File: config.mk
export PLATFORM = sky130hd
export DESIGN_NAME = wheel_feedback_frame_decoder
export DESIGN_NICKNAME = d
export VERILOG_FILES = /design/src/wfd_pkg.sv /design/src/wheel_feedback_frame_decoder.sv /design/src/wfd_frame_match.sv /design/src/wfd_speed_scale.sv /design/src/wfd_feedback_regs.sv
export SDC_FILE = /design/constraint.sdc
export NUM_CORES = 1
export LEC_CHECK = 0
export BUFFER_PORTS_ARGS = -buffer_cell sky130_fd_sc_hd__clkbuf_2
export CAP_MARGIN = 15
export CORE_UTILIZATION = 40
export DETAILED_ROUTE_END_ITERATION = 16
export PLACE_DENSITY = 0.67
export SLEW_MARGIN = 25
export SYNTH_ARGS = -nofsm -noshare
export SYNTH_HDL_FRONTEND = slang
export SYNTH_SLANG_ARGS = --single-unit
File: constraint.sdc
create_clock -name clk -period 27.8 [get_ports clk]
set_clock_uncertainty 0.15 [all_clocks]
set_input_delay 5.56 -clock clk [delete_from_list [all_inputs] [get_ports clk]]
set_output_delay 5.56 -clock clk [all_outputs]
set_load 0.02 [all_outputs]
File: src/wfd_pkg.sv
`default_nettype none

package wfd_pkg;

    localparam int ID_W    = 11;
    localparam int BYTE_W  = 8;
    localparam int POS_W   = 32;
    localparam int SPD_W   = 16;
    localparam int RPM_W   = 15;
    localparam int CLASS_W = 3;
    localparam int ADDR_W  = 3;
    localparam int DATA_W  = 32;

    localparam logic [BYTE_W-1:0] KIND_HEARTBEAT = 8'hFE;
    localparam logic [BYTE_W-1:0] KIND_STATUS    = 8'hDB;
    localparam logic [BYTE_W-1:0] IDX_POSITION   = 8'h20;
    localparam logic [BYTE_W-1:0] IDX_SPEED      = 8'h21;
    localparam logic [BYTE_W-1:0] IDX_VOLTAGE    = 8'hE1;

    // speed scale is 3000/8192: multiply, then shift with rounding toward zero
    localparam int SPEED_MUL   = 3000;
    localparam int SPEED_SHIFT = 13;

    localparam logic [ID_W-1:0]   LEFT_ID_RESET  = 11'd1;
    localparam logic [ID_W-1:0]   RIGHT_ID_RESET = 11'd2;
    localparam logic [BYTE_W-1:0] BATTERY_RESET  = 8'd42;

    localparam logic REG_LEFT_ID  = 1'b0;
    localparam logic REG_RIGHT_ID = 1'b1;

    localparam logic [CLASS_W-1:0] MOTION_FORWARD    = 3'd0;
    localparam logic [CLASS_W-1:0] MOTION_SPIN_RIGHT = 3'd1;
    localparam logic [CLASS_W-1:0] MOTION_SPIN_LEFT  = 3'd2;
    localparam logic [CLASS_W-1:0] MOTION_BACKWARD   = 3'd3;
    localparam logic [CLASS_W-1:0] MOTION_STOPPED    = 3'd4;

    typedef struct packed {
        logic [ID_W-1:0]   frame_id;
        logic [BYTE_W-1:0] kind_byte;
        logic [BYTE_W-1:0] index_byte;
        logic [BYTE_W-1:0] payload_b4;
        logic [BYTE_W-1:0] payload_b5;
        logic [BYTE_W-1:0] payload_b6;
        logic [BYTE_W-1:0] payload_b7;
    } frame_t;

    typedef struct packed {
        logic left_pos;
        logic right_pos;
        logic left_rpm;
        logic right_rpm;
        logic battery;
    } upd_t;

    function automatic logic [CLASS_W-1:0] motion_of(
        input logic signed [RPM_W-1:0] l,
        input logic signed [RPM_W-1:0] r
    );
        logic [CLASS_W-1:0] m;
        if (l > 0 && r > 0)
        begin
            m = MOTION_FORWARD;
        end
        else if (l >= 0 && r < 0)
        begin
            m = MOTION_SPIN_RIGHT;
        end
        else if (l < 0 && r >= 0)
        begin
            m = MOTION_SPIN_LEFT;
        end
        else if (l < 0 && r < 0)
        begin
            m = MOTION_BACKWARD;
        end
        else
        begin
            m = MOTION_STOPPED;
        end
        return m;
    endfunction

endpackage

`default_nettype wire

File: src/wheel_feedback_frame_decoder.sv
// Wheel feedback frame decoder.
// Input channel (in_valid/in_ready) takes the decoded bytes of one received CAN
// frame per transaction. Output channel (out_valid/out_ready) returns one result
// per frame: both stored positions, both scaled speeds, the battery byte and the
// drive direction class, all as they stand after that frame was applied.
// The APB port holds the left and right node identifiers (offsets 0x0 and 0x4);
// write them only while no frame is in flight.
// A taken frame is captured in the input register and applied into the stored
// feedback registers once the result slot is free, where its result appears.
// Throughput: one frame per cycle unless out_ready stalls; the stored feedback
// registers double as the result register; the update logic works in one pass.
// Reset clears positions and speeds, sets battery to 42, motion class to
// stopped and the node ids to 1 and 2; no result is pending after reset.
// When the receiver stalls, the result holds and one more frame waits in the
// input register; in_ready drops only when both are occupied.
`default_nettype none

module wheel_feedback_frame_decoder (
    input  wire  logic                                clk,
    input  wire  logic                                rst_n,

    input  wire  logic                                psel,
    input  wire  logic                                penable,
    input  wire  logic                                pwrite,
    input  wire  logic [wfd_pkg::ADDR_W-1:0]          paddr,
    input  wire  logic [wfd_pkg::DATA_W-1:0]          pwdata,
    output logic [wfd_pkg::DATA_W-1:0]                prdata,
    output logic                                      pready,

    input  wire  logic                                in_valid,
    output logic                                      in_ready,
    input  wire  logic [wfd_pkg::ID_W-1:0]            frame_id,
    input  wire  logic [wfd_pkg::BYTE_W-1:0]          kind_byte,
    input  wire  logic [wfd_pkg::BYTE_W-1:0]          index_byte,
    input  wire  logic [wfd_pkg::BYTE_W-1:0]          payload_b4,
    input  wire  logic [wfd_pkg::BYTE_W-1:0]          payload_b5,
    input  wire  logic [wfd_pkg::BYTE_W-1:0]          payload_b6,
    input  wire  logic [wfd_pkg::BYTE_W-1:0]          payload_b7,

    output logic                                      out_valid,
    input  wire  logic                                out_ready,
    output logic signed [wfd_pkg::POS_W-1:0]          left_pos,
    output logic signed [wfd_pkg::POS_W-1:0]          right_pos,
    output logic signed [wfd_pkg::RPM_W-1:0]          left_rpm,
    output logic signed [wfd_pkg::RPM_W-1:0]          right_rpm,
    output logic [wfd_pkg::BYTE_W-1:0]                battery_level,
    output logic [wfd_pkg::CLASS_W-1:0]               motion_class
);

    logic [wfd_pkg::ID_W-1:0] left_id_reg;
    logic [wfd_pkg::ID_W-1:0] right_id_reg;
    logic                     cfg_write;
    logic                     cfg_sel;

    wfd_pkg::frame_t frame_reg;
    logic            frame_valid_reg;
    logic            out_valid_reg;
    logic            in_fire;
    logic            advance;
    wfd_pkg::upd_t   upd;

    // configuration port
    assign pready    = 1'b1;
    assign cfg_sel   = paddr[2];
    assign cfg_write = psel && penable && pwrite && pready;

    always_ff @(posedge clk or negedge rst_n)
    begin
        if (!rst_n)
        begin
            left_id_reg  <= wfd_pkg::LEFT_ID_RESET;
            right_id_reg <= wfd_pkg::RIGHT_ID_RESET;
        end
        else if (cfg_write)
        begin
            case (cfg_sel)
                wfd_pkg::REG_LEFT_ID:  left_id_reg  <= pwdata[wfd_pkg::ID_W-1:0];
                wfd_pkg::REG_RIGHT_ID: right_id_reg <= pwdata[wfd_pkg::ID_W-1:0];
                default: ;
            endcase
        end
    end

    always_comb
    begin
        case (cfg_sel)
            wfd_pkg::REG_LEFT_ID:  prdata = wfd_pkg::DATA_W'(left_id_reg);
            wfd_pkg::REG_RIGHT_ID: prdata = wfd_pkg::DATA_W'(right_id_reg);
            default:               prdata = '0;
        endcase
    end

    // input register, then apply into the result registers
    assign advance  = frame_valid_reg && (!out_valid_reg || out_ready);
    assign in_ready = !frame_valid_reg || advance;
    assign in_fire  = in_valid && in_ready;

    always_ff @(posedge clk or negedge rst_n)
    begin
        if (!rst_n)
        begin
            frame_valid_reg <= 1'b0;
            out_valid_reg   <= 1'b0;
        end
        else
        begin
            if (in_fire)
            begin
                frame_valid_reg <= 1'b1;
            end
            else if (advance)
            begin
                frame_valid_reg <= 1'b0;
            end

            if (advance)
            begin
                out_valid_reg <= 1'b1;
            end
            else if (out_ready)
            begin
                out_valid_reg <= 1'b0;
            end
        end
    end

    always_ff @(posedge clk)
    begin
        if (in_fire)
        begin
            frame_reg.frame_id   <= frame_id;
            frame_reg.kind_byte  <= kind_byte;
            frame_reg.index_byte <= index_byte;
            frame_reg.payload_b4 <= payload_b4;
            frame_reg.payload_b5 <= payload_b5;
            frame_reg.payload_b6 <= payload_b6;
            frame_reg.payload_b7 <= payload_b7;
        end
    end

    wfd_frame_match u_match (
        .frame         (frame_reg),
        .left_node_id  (left_id_reg),
        .right_node_id (right_id_reg),
        .upd           (upd)
    );

    wfd_feedback_regs u_regs (
        .clk           (clk),
        .rst_n         (rst_n),
        .load          (advance),
        .frame         (frame_reg),
        .upd           (upd),
        .left_pos      (left_pos),
        .right_pos     (right_pos),
        .left_rpm      (left_rpm),
        .right_rpm     (right_rpm),
        .battery_level (battery_level),
        .motion_class  (motion_class)
    );

    assign out_valid = out_valid_reg;

    // an empty result slot never blocks the input
    a_ready_when_empty: assert property (@(posedge clk) disable iff (!rst_n)
        !out_valid_reg |-> in_ready)
        else $error("input blocked while result slot is empty");

    // stored feedback changes only when a frame is applied
    a_hold_without_load: assert property (@(posedge clk) disable iff (!rst_n)
        !advance |=> $stable(left_pos) && $stable(right_pos) && $stable(left_rpm)
                     && $stable(right_rpm) && $stable(battery_level))
        else $error("feedback changed without a frame");

    // direction class agrees with the reported speeds
    a_motion_matches: assert property (@(posedge clk) disable iff (!rst_n)
        out_valid_reg |-> motion_class == wfd_pkg::motion_of(left_rpm, right_rpm))
        else $error("motion class disagrees with speeds");

endmodule

`default_nettype wire

File: src/wfd_frame_match.sv
`default_nettype none

module wfd_frame_match (
    input  wire  wfd_pkg::frame_t            frame,
    input  wire  logic [wfd_pkg::ID_W-1:0]   left_node_id,
    input  wire  logic [wfd_pkg::ID_W-1:0]   right_node_id,
    output wfd_pkg::upd_t                    upd
);

    logic is_left;
    logic is_right;
    logic heartbeat;

    assign is_left   = (frame.frame_id == left_node_id);
    assign is_right  = (frame.frame_id == right_node_id);
    assign heartbeat = (frame.kind_byte == wfd_pkg::KIND_HEARTBEAT);

    // equal node ids let one heartbeat update both sides
    assign upd.left_pos  = is_left  && heartbeat && (frame.index_byte == wfd_pkg::IDX_POSITION);
    assign upd.left_rpm  = is_left  && heartbeat && (frame.index_byte == wfd_pkg::IDX_SPEED);
    assign upd.right_pos = is_right && heartbeat && (frame.index_byte == wfd_pkg::IDX_POSITION);
    assign upd.right_rpm = is_right && heartbeat && (frame.index_byte == wfd_pkg::IDX_SPEED);
    assign upd.battery   = is_right && (frame.kind_byte == wfd_pkg::KIND_STATUS)
                           && (frame.index_byte == wfd_pkg::IDX_VOLTAGE);

endmodule

`default_nettype wire

File: src/wfd_speed_scale.sv
`default_nettype none

module wfd_speed_scale (
    input  wire  logic [wfd_pkg::SPD_W-1:0]        raw,
    output logic signed [wfd_pkg::RPM_W-1:0]       rpm
);

    localparam int PROD_W = wfd_pkg::SPD_W + 13;

    logic signed [PROD_W-1:0] prod;
    logic signed [PROD_W-1:0] biased;

    assign prod = PROD_W'($signed(raw)) * PROD_W'(wfd_pkg::SPEED_MUL);

    // bias negative products so the shift truncates toward zero
    assign biased = prod[PROD_W-1]
                    ? prod + PROD_W'((1 << wfd_pkg::SPEED_SHIFT) - 1)
                    : prod;

    assign rpm = biased[wfd_pkg::SPEED_SHIFT +: wfd_pkg::RPM_W];

endmodule

`default_nettype wire

File: src/wfd_feedback_regs.sv
`default_nettype none

module wfd_feedback_regs (
    input  wire  logic                                clk,
    input  wire  logic                                rst_n,
    input  wire  logic                                load,
    input  wire  wfd_pkg::frame_t                     frame,
    input  wire  wfd_pkg::upd_t                       upd,
    output logic signed [wfd_pkg::POS_W-1:0]          left_pos,
    output logic signed [wfd_pkg::POS_W-1:0]          right_pos,
    output logic signed [wfd_pkg::RPM_W-1:0]          left_rpm,
    output logic signed [wfd_pkg::RPM_W-1:0]          right_rpm,
    output logic [wfd_pkg::BYTE_W-1:0]                battery_level,
    output logic [wfd_pkg::CLASS_W-1:0]               motion_class
);

    logic [wfd_pkg::POS_W-1:0]          pos_raw;
    logic [wfd_pkg::SPD_W-1:0]          spd_raw;
    logic [wfd_pkg::SPD_W-1:0]          spd_neg;
    logic signed [wfd_pkg::RPM_W-1:0]   left_scaled;
    logic signed [wfd_pkg::RPM_W-1:0]   right_scaled;

    logic [wfd_pkg::POS_W-1:0]          left_pos_reg,  left_pos_next;
    logic [wfd_pkg::POS_W-1:0]          right_pos_reg, right_pos_next;
    logic signed [wfd_pkg::RPM_W-1:0]   left_rpm_reg,  left_rpm_next;
    logic signed [wfd_pkg::RPM_W-1:0]   right_rpm_reg, right_rpm_next;
    logic [wfd_pkg::BYTE_W-1:0]         battery_reg,   battery_next;
    logic [wfd_pkg::CLASS_W-1:0]        motion_reg,    motion_next;

    assign pos_raw = {frame.payload_b4, frame.payload_b5, frame.payload_b6, frame.payload_b7};
    assign spd_raw = {frame.payload_b6, frame.payload_b7};
    assign spd_neg = wfd_pkg::SPD_W'(0) - spd_raw;

    wfd_speed_scale u_scale_left (
        .raw (spd_raw),
        .rpm (left_scaled)
    );

    wfd_speed_scale u_scale_right (
        .raw (spd_neg),
        .rpm (right_scaled)
    );

    always_comb
    begin
        left_pos_next  = upd.left_pos  ? pos_raw : left_pos_reg;
        right_pos_next = upd.right_pos ? (wfd_pkg::POS_W'(0) - pos_raw) : right_pos_reg;
        left_rpm_next  = upd.left_rpm  ? left_scaled  : left_rpm_reg;
        right_rpm_next = upd.right_rpm ? right_scaled : right_rpm_reg;
        battery_next   = upd.battery   ? frame.payload_b7 : battery_reg;
        motion_next    = wfd_pkg::motion_of(left_rpm_next, right_rpm_next);
    end

    always_ff @(posedge clk or negedge rst_n)
    begin
        if (!rst_n)
        begin
            left_pos_reg  <= '0;
            right_pos_reg <= '0;
            left_rpm_reg  <= '0;
            right_rpm_reg <= '0;
            battery_reg   <= wfd_pkg::BATTERY_RESET;
            motion_reg    <= wfd_pkg::MOTION_STOPPED;
        end
        else if (load)
        begin
            left_pos_reg  <= left_pos_next;
            right_pos_reg <= right_pos_next;
            left_rpm_reg  <= left_rpm_next;
            right_rpm_reg <= right_rpm_next;
            battery_reg   <= battery_next;
            motion_reg    <= motion_next;
        end
    end

    assign left_pos      = $signed(left_pos_reg);
    assign right_pos     = $signed(right_pos_reg);
    assign left_rpm      = left_rpm_reg;
    assign right_rpm     = right_rpm_reg;
    assign battery_level = battery_reg;
    assign motion_class  = motion_reg;

endmodule

`default_nettype wire

==> results_dict.tcl, run 1 <==
set metrics [dict create \
    dr_wl_met3_um 1139 \
    max_cap_viol_count 0 \
    setup-violations-final 0 \
    synth-warning-count 0 \
    ys.flop_type "dfrtp_1" \
    syn_avg_cell_area_um2 10.26 \
    synth_edf_count 59 \
    drc 0 \
    largest_register_ffs 59 \
    worstPathRequired_ns 22.09 \
    finalWirelength_um 41600 \
    synthTopCellsByArea "dfrtp_1 (18%), fa_1 (17%), ha_1 (12%)" \
    post-route-period-util 0.4364 \
    rsz0062_at_grt "false" \
    final_area_mm2 0.01896 \
    dp_cells 2341 \
    outcome "finished clean" \
    ioPinCount 241 \
    async_flop_share 0.6862 \
    ctsHoldBuffers 0 \
    clk_latency_ns 0.47 \
    fmax_ghz 0.08243 \
    cts.clk_slew.worst_paths_ns 0.07 \
    hold_viol 0 \
    drv_slew 0 \
    slew_headroom 0.3200 \
    grt_max_degree 68 \
    dr.pass1.iters 5 \
    io_buffers 195 \
    wl_met1_um 17650 \
    tns_ns 0 \
    min_period_ns 12.13 \
    hp-class "reg -> reg" \
    drive_gt1_frac 0.1896 \
    initial_core_util 0.4054 \
    wire_per_inst_um 17.52 \
    die_h_um 208.0 \
    cts_tree "built" \
    die_x_um 208.0 \
    synth_largest_area_cell "dfrtp_1" \
    viasPerCell 5.250 \
    netlist_area_mm2 0.01697 \
    cts.sinks 188 \
    synth_top_area_frac 0.1814 \
    placed_area_mm2 0.01833 \
    syn_inst 1654 \
    dp_slack_ns 15.68 \
    top_layer "met4" \
    antenna-diode-count 0 \
    hpwl_um 33630 \
    area_delta_synth_final_pct 11.76 \
    antenna_found_initial 0 \
    cts_resized 0 \
    postRouteAntennaNets 0 \
    track_usage 0.2010 \
    critPathCaptureType "output pin" \
    num_vias 12460 \
    worst_pin_slew_ns 1.013 \
    cp_data_arrival_time_ns 6.42 \
    coreArea_mm2 0.04185 \
    clockRootBuffer "clkbuf_16" \
    dr_wl_met2_um 21730 \
    gp_congestion 0.8937 \
    path_class "in -> out" \
    grt_pass1_vias 13040 \
    clk_path_buf_depth 2 \
    layout.nets 2228 \
    synth_most_common_cell "inv_1" \
    timing.final.ws_setup_ns 15.67 \
    grt_overflow 0 \
    fp.dieArea_mm2 0.04324 \
    cp-start-kind "primary input" \
    ys_types 98 \
    dr.first_iter.drc_count 606 \
    cts_setup_buffers 0 \
    cp_max_fo 13 \
    num_rows 75 \
    netlist_top_cells_count "inv_1 (194), ha_1 (159), nand2_1 (156), fa_1 (146), dfrtp_1 (123)" \
    stdcell_count 2374 \
    synth-seq-cells 188 \
    ys_seq_area_frac 0.2951 \
    cts_buffers 17 \
    h-tree-depth 4 \
    grt_pass1_wl_um 68800 \
]
[path summary, 6_finish.rpt]
| kind | from | endpoint | slack [ns] | cells past startpoint |
|---|---|---|---|---|
| worst max-delay path | paddr[2] | prdata[8] | 15.67 | 3 |
| worst min-delay path | u_regs.right_pos[7]$_DFFE_PN0P_ | u_regs.right_pos[7]$_DFFE_PN0P_ | 0.33 | 2 |
| worst max register to register | frame_reg[0]$_DFFE_PP_ | u_regs.motion_class[2]$_DFFE_PN1P_ | 18.09 | 26 |
| worst min register to register | u_regs.right_pos[7]$_DFFE_PN0P_ | u_regs.right_pos[7]$_DFFE_PN0P_ | 0.33 | 2 |
| max in group asynchronous | rst_n | u_regs.battery_level[5]$_DFFE_PN1P_ | 21.41 | 3 |
| min in group asynchronous | rst_n | u_regs.right_pos[31]$_DFFE_PN0P_ | 4.93 | 1 |
[through the flow]
stage,utilization,hold WS [ns]
global placement,0.4379,0.3137
global route,0.4531,0.3527
CTS,0.4518,0.3391
finish,0.4531,0.3302
floorplan,-,0.3211
detailed placement,0.4379,0.3228
[routing by layer]
layer	track usage	up-vias
li1	-	5985
met1	0.2462	6214
met2	0.3599	212
met3	0.02626	53
met4	0.07458	0
met5	0	-
[worst max-delay path: stages]
cell,delay (ns)
clkbuf_2,0.30
mux2_2,0.40
clkbuf_2,0.16
[kinds of logic after synthesis]
logic type,after synthesis,share of synthesized area
AOI/OAI and AO/OA,294,0.1142
xor gates and xnor gates,109,0.05627
adders and majority gates,305,0.2895
buffers and inverters,266,0.06785
DFF,188,0.2951
muxes,77,0.05052
other,2,0.0004426
and+or+nand+nor,413,0.1261
[layout by cell type (no fill, tap or decap), types with 16 or more instances in the layout]
master     instances
nor3_1            26
dfrtp_1          123
clkbuf_2         194
conb_1            22
fa_1             146
inv_1            194
and2_1            16
nand2b_1          16
clkbuf_16         17
ha_1             159
mux2_2            69
nand2_1          153
a21oi_1           50
xor2_1            33
nand3_1           29
o21ai_0          104
xnor2_1           75
a21o_1            19
edfxtp_1          59
nand4_1           22
nor2_1            49
[cell type report]
class,count,area [um2]
clock buffers,18,429.2
clock inverters,14,155.1
fillers,3960,22890
inverters,194,728.2
multi-input cells,1220,10920
flip-flops and latches,188,5007
well taps,539,674.4
repair buffers,201,1047
Power of run 1 is not shown: default switching activity piles up to over one toggle a cycle in this logic, so the estimate is an artifact.
==> inputs of run 2 (changes only) <==
==> constraint.sdc (replaced) <==
create_clock -name clk -period 11.9 [get_ports clk]
set_clock_uncertainty 0.15 [all_clocks]
set_input_delay 2.38 -clock clk [delete_from_list [all_inputs] [get_ports clk]]
set_output_delay 2.38 -clock clk [all_outputs]
set_load 0.02 [all_outputs]
==> run 2 against run 1 <==
  * Utilization rose by 0.093 points
  * Critical endpoint is now u_regs.motion_class[2]$_DFFE_PN1P_
  * Global-route usage fell by 0.24 points
  * First-iteration DRC count rose by 6.9%
  * Count of clock-buffer cells in the layout fell by 1
  * Design area rose by 0.20%
  * Largest cell class unchanged
  * Hold slack improved by 0.0025 ns
  * Highest routed layer unchanged
  * Via count rose by 0.18%
==> results_dict.tcl, run 2 (synthesis results as in run 1) <==
set metrics [dict create \
    r2r_slack_ns 2.27 \
    num_rows 75 \
    ctsHoldBuffers 0 \
    r2r-start "frame_reg[0]$_DFFE_PP_" \
    cts_buffers 17 \
    setup-violations-final 0 \
    track_usage 0.1986 \
    cp_num_buf_inv 3 \
    final_cell_mix "inv_1 (194), clkbuf_2 (194), ha_1 (159)" \
    post-route-period-util 0.8096 \
    max_cap_viol_count 0 \
    drc 0 \
    r2r_cells 26 \
    coreArea_mm2 0.04185 \
    drive_gt1_frac 0.1897 \
    outcome "finished clean" \
    postRouteAntennaNets 0 \
    cts.clk_slew.worst_paths_ns 0.08 \
    die_h_um 208.0 \
    hpwl_um 33290 \
    final-seq-area_mm2 0.005007 \
    multi_input_area_mm2 0.01092 \
    io_buffers 195 \
    largest_register_ffs 59 \
    area_delta_synth_final_pct 11.99 \
    dr.first_iter.drc_count 648 \
    cts_resized 0 \
    crit_path_frequent_cell "fa_1" \
    clockRootBuffer "clkbuf_16" \
    slew_headroom 0.3737 \
    cp_data_arrival_time_ns 9.85 \
    gp_congestion 0.8970 \
    cts_tree "built" \
    layout.nets 2227 \
    tns_ns 0 \
    whs_path_depth 2 \
    cp_max_fo 14 \
    cp_top_family "adder cells" \
    grt_pass1_vias 13100 \
    fmax_ghz 0.1038 \
    dr.pass1.iters 6 \
    hp-class "reg -> reg" \
    die_x_um 208.0 \
    clk_latency_ns 0.47 \
    clk_path_buf_depth 2 \
    rsz0062_at_grt "false" \
    fp.dieArea_mm2 0.04324 \
    worst_pin_slew_ns 0.9327 \
    min_period_ns 9.635 \
    critPathCaptureType "flop" \
    crit_slowest_cell "xnor2_1" \
    ioPinCount 241 \
    antenna-diode-count 0 \
    cp-start-kind "flop" \
    grt_max_degree 70 \
    initial_core_util 0.4054 \
    num_vias 12490 \
    holdCritStartpoint "u_regs.motion_class[0]$_DFFE_PN0P_" \
    grt_overflow 0 \
    grt_pass1_wl_um 67990 \
    viasPerCell 5.262 \
    critPathMaxStageDelay_ns 0.80 \
    r2r_end "u_regs.motion_class[2]$_DFFE_PN1P_" \
    antenna_found_initial 0 \
    hold_viol 0 \
    cts_setup_buffers 0 \
    wire_per_inst_um 17.25 \
    h-tree-depth 4 \
    hold_end "u_regs.motion_class[0]$_DFFE_PN0P_" \
    fillers 3980 \
    worstPathRequired_ns 12.12 \
    path_class "reg -> reg" \
    cts.sinks 188 \
    drv_slew 0 \
    finalWirelength_um 40940 \
]
run 2: worst max path at each step:
stage / start / endpoint / slack (ns) / cells past startpoint
2_1_floorplan: frame_reg[3]$_DFFE_PP_ / u_regs.motion_class[2]$_DFFE_PN1P_ / 2.96 / 29
3_3_place_gp: frame_reg[3]$_DFFE_PP_ / u_regs.motion_class[2]$_DFFE_PN1P_ / 2.18 / 28
3_5_place_dp: frame_reg[3]$_DFFE_PP_ / u_regs.motion_class[2]$_DFFE_PN1P_ / 2.10 / 28
4_1_cts: frame_reg[3]$_DFFE_PP_ / u_regs.motion_class[2]$_DFFE_PN1P_ / 2.07 / 28
5_1_grt: frame_reg[0]$_DFFE_PP_ / u_regs.motion_class[2]$_DFFE_PN1P_ / 1.68 / 28
6_report: frame_reg[0]$_DFFE_PP_ / u_regs.motion_class[2]$_DFFE_PN1P_ / 2.27 / 26
run 2: layer usage:
layer	routed length, um	global-route usage	share of wire	vias to the layer above
met3	1090	0.02687	0.027	83
met2	20650	0.3468	0.50	241
met5	0	0	0	-
met4	1462	0.08608	0.036	0
met1	17740	0.2451	0.43	6173
li1	-	-	-	5990
run 2: tightest hold or removal path, stage by stage, from the launching register on:
cell     delay (ns)
dfrtp_1        0.35
nand2_1        0.05
nand2_1        0.05
run 2: layout make-up:
class                   instances  area share
flip-flops and latches        188      0.2635
multi-input cells            1220      0.5747
repair buffers                200     0.05387
well taps                     539     0.03549
clock inverters                15     0.01166
clock buffers                  17     0.02239
inverters                     194     0.03832
run 2: metrics by stage:
| stage | hold WS, ns | cells | utilization | instance area [um2] | worst slack [ns] |
|---|---|---|---|---|---|
| floorplan | 0.3211 | 1674 | - | 17040 | 2.960 |
| global placement | 0.3137 | 2341 | 0.4379 | 18330 | 2.183 |
| detailed placement | 0.3207 | 2341 | 0.4379 | 18330 | 2.098 |
| CTS | 0.3395 | 2373 | 0.4533 | 18970 | 2.070 |
| global route | 0.3630 | 2373 | 0.4540 | 19000 | 1.675 |
| finish | 0.3327 | 2373 | 0.4540 | 19000 | 2.265 |
Power of run 2 is left out for the same reason.
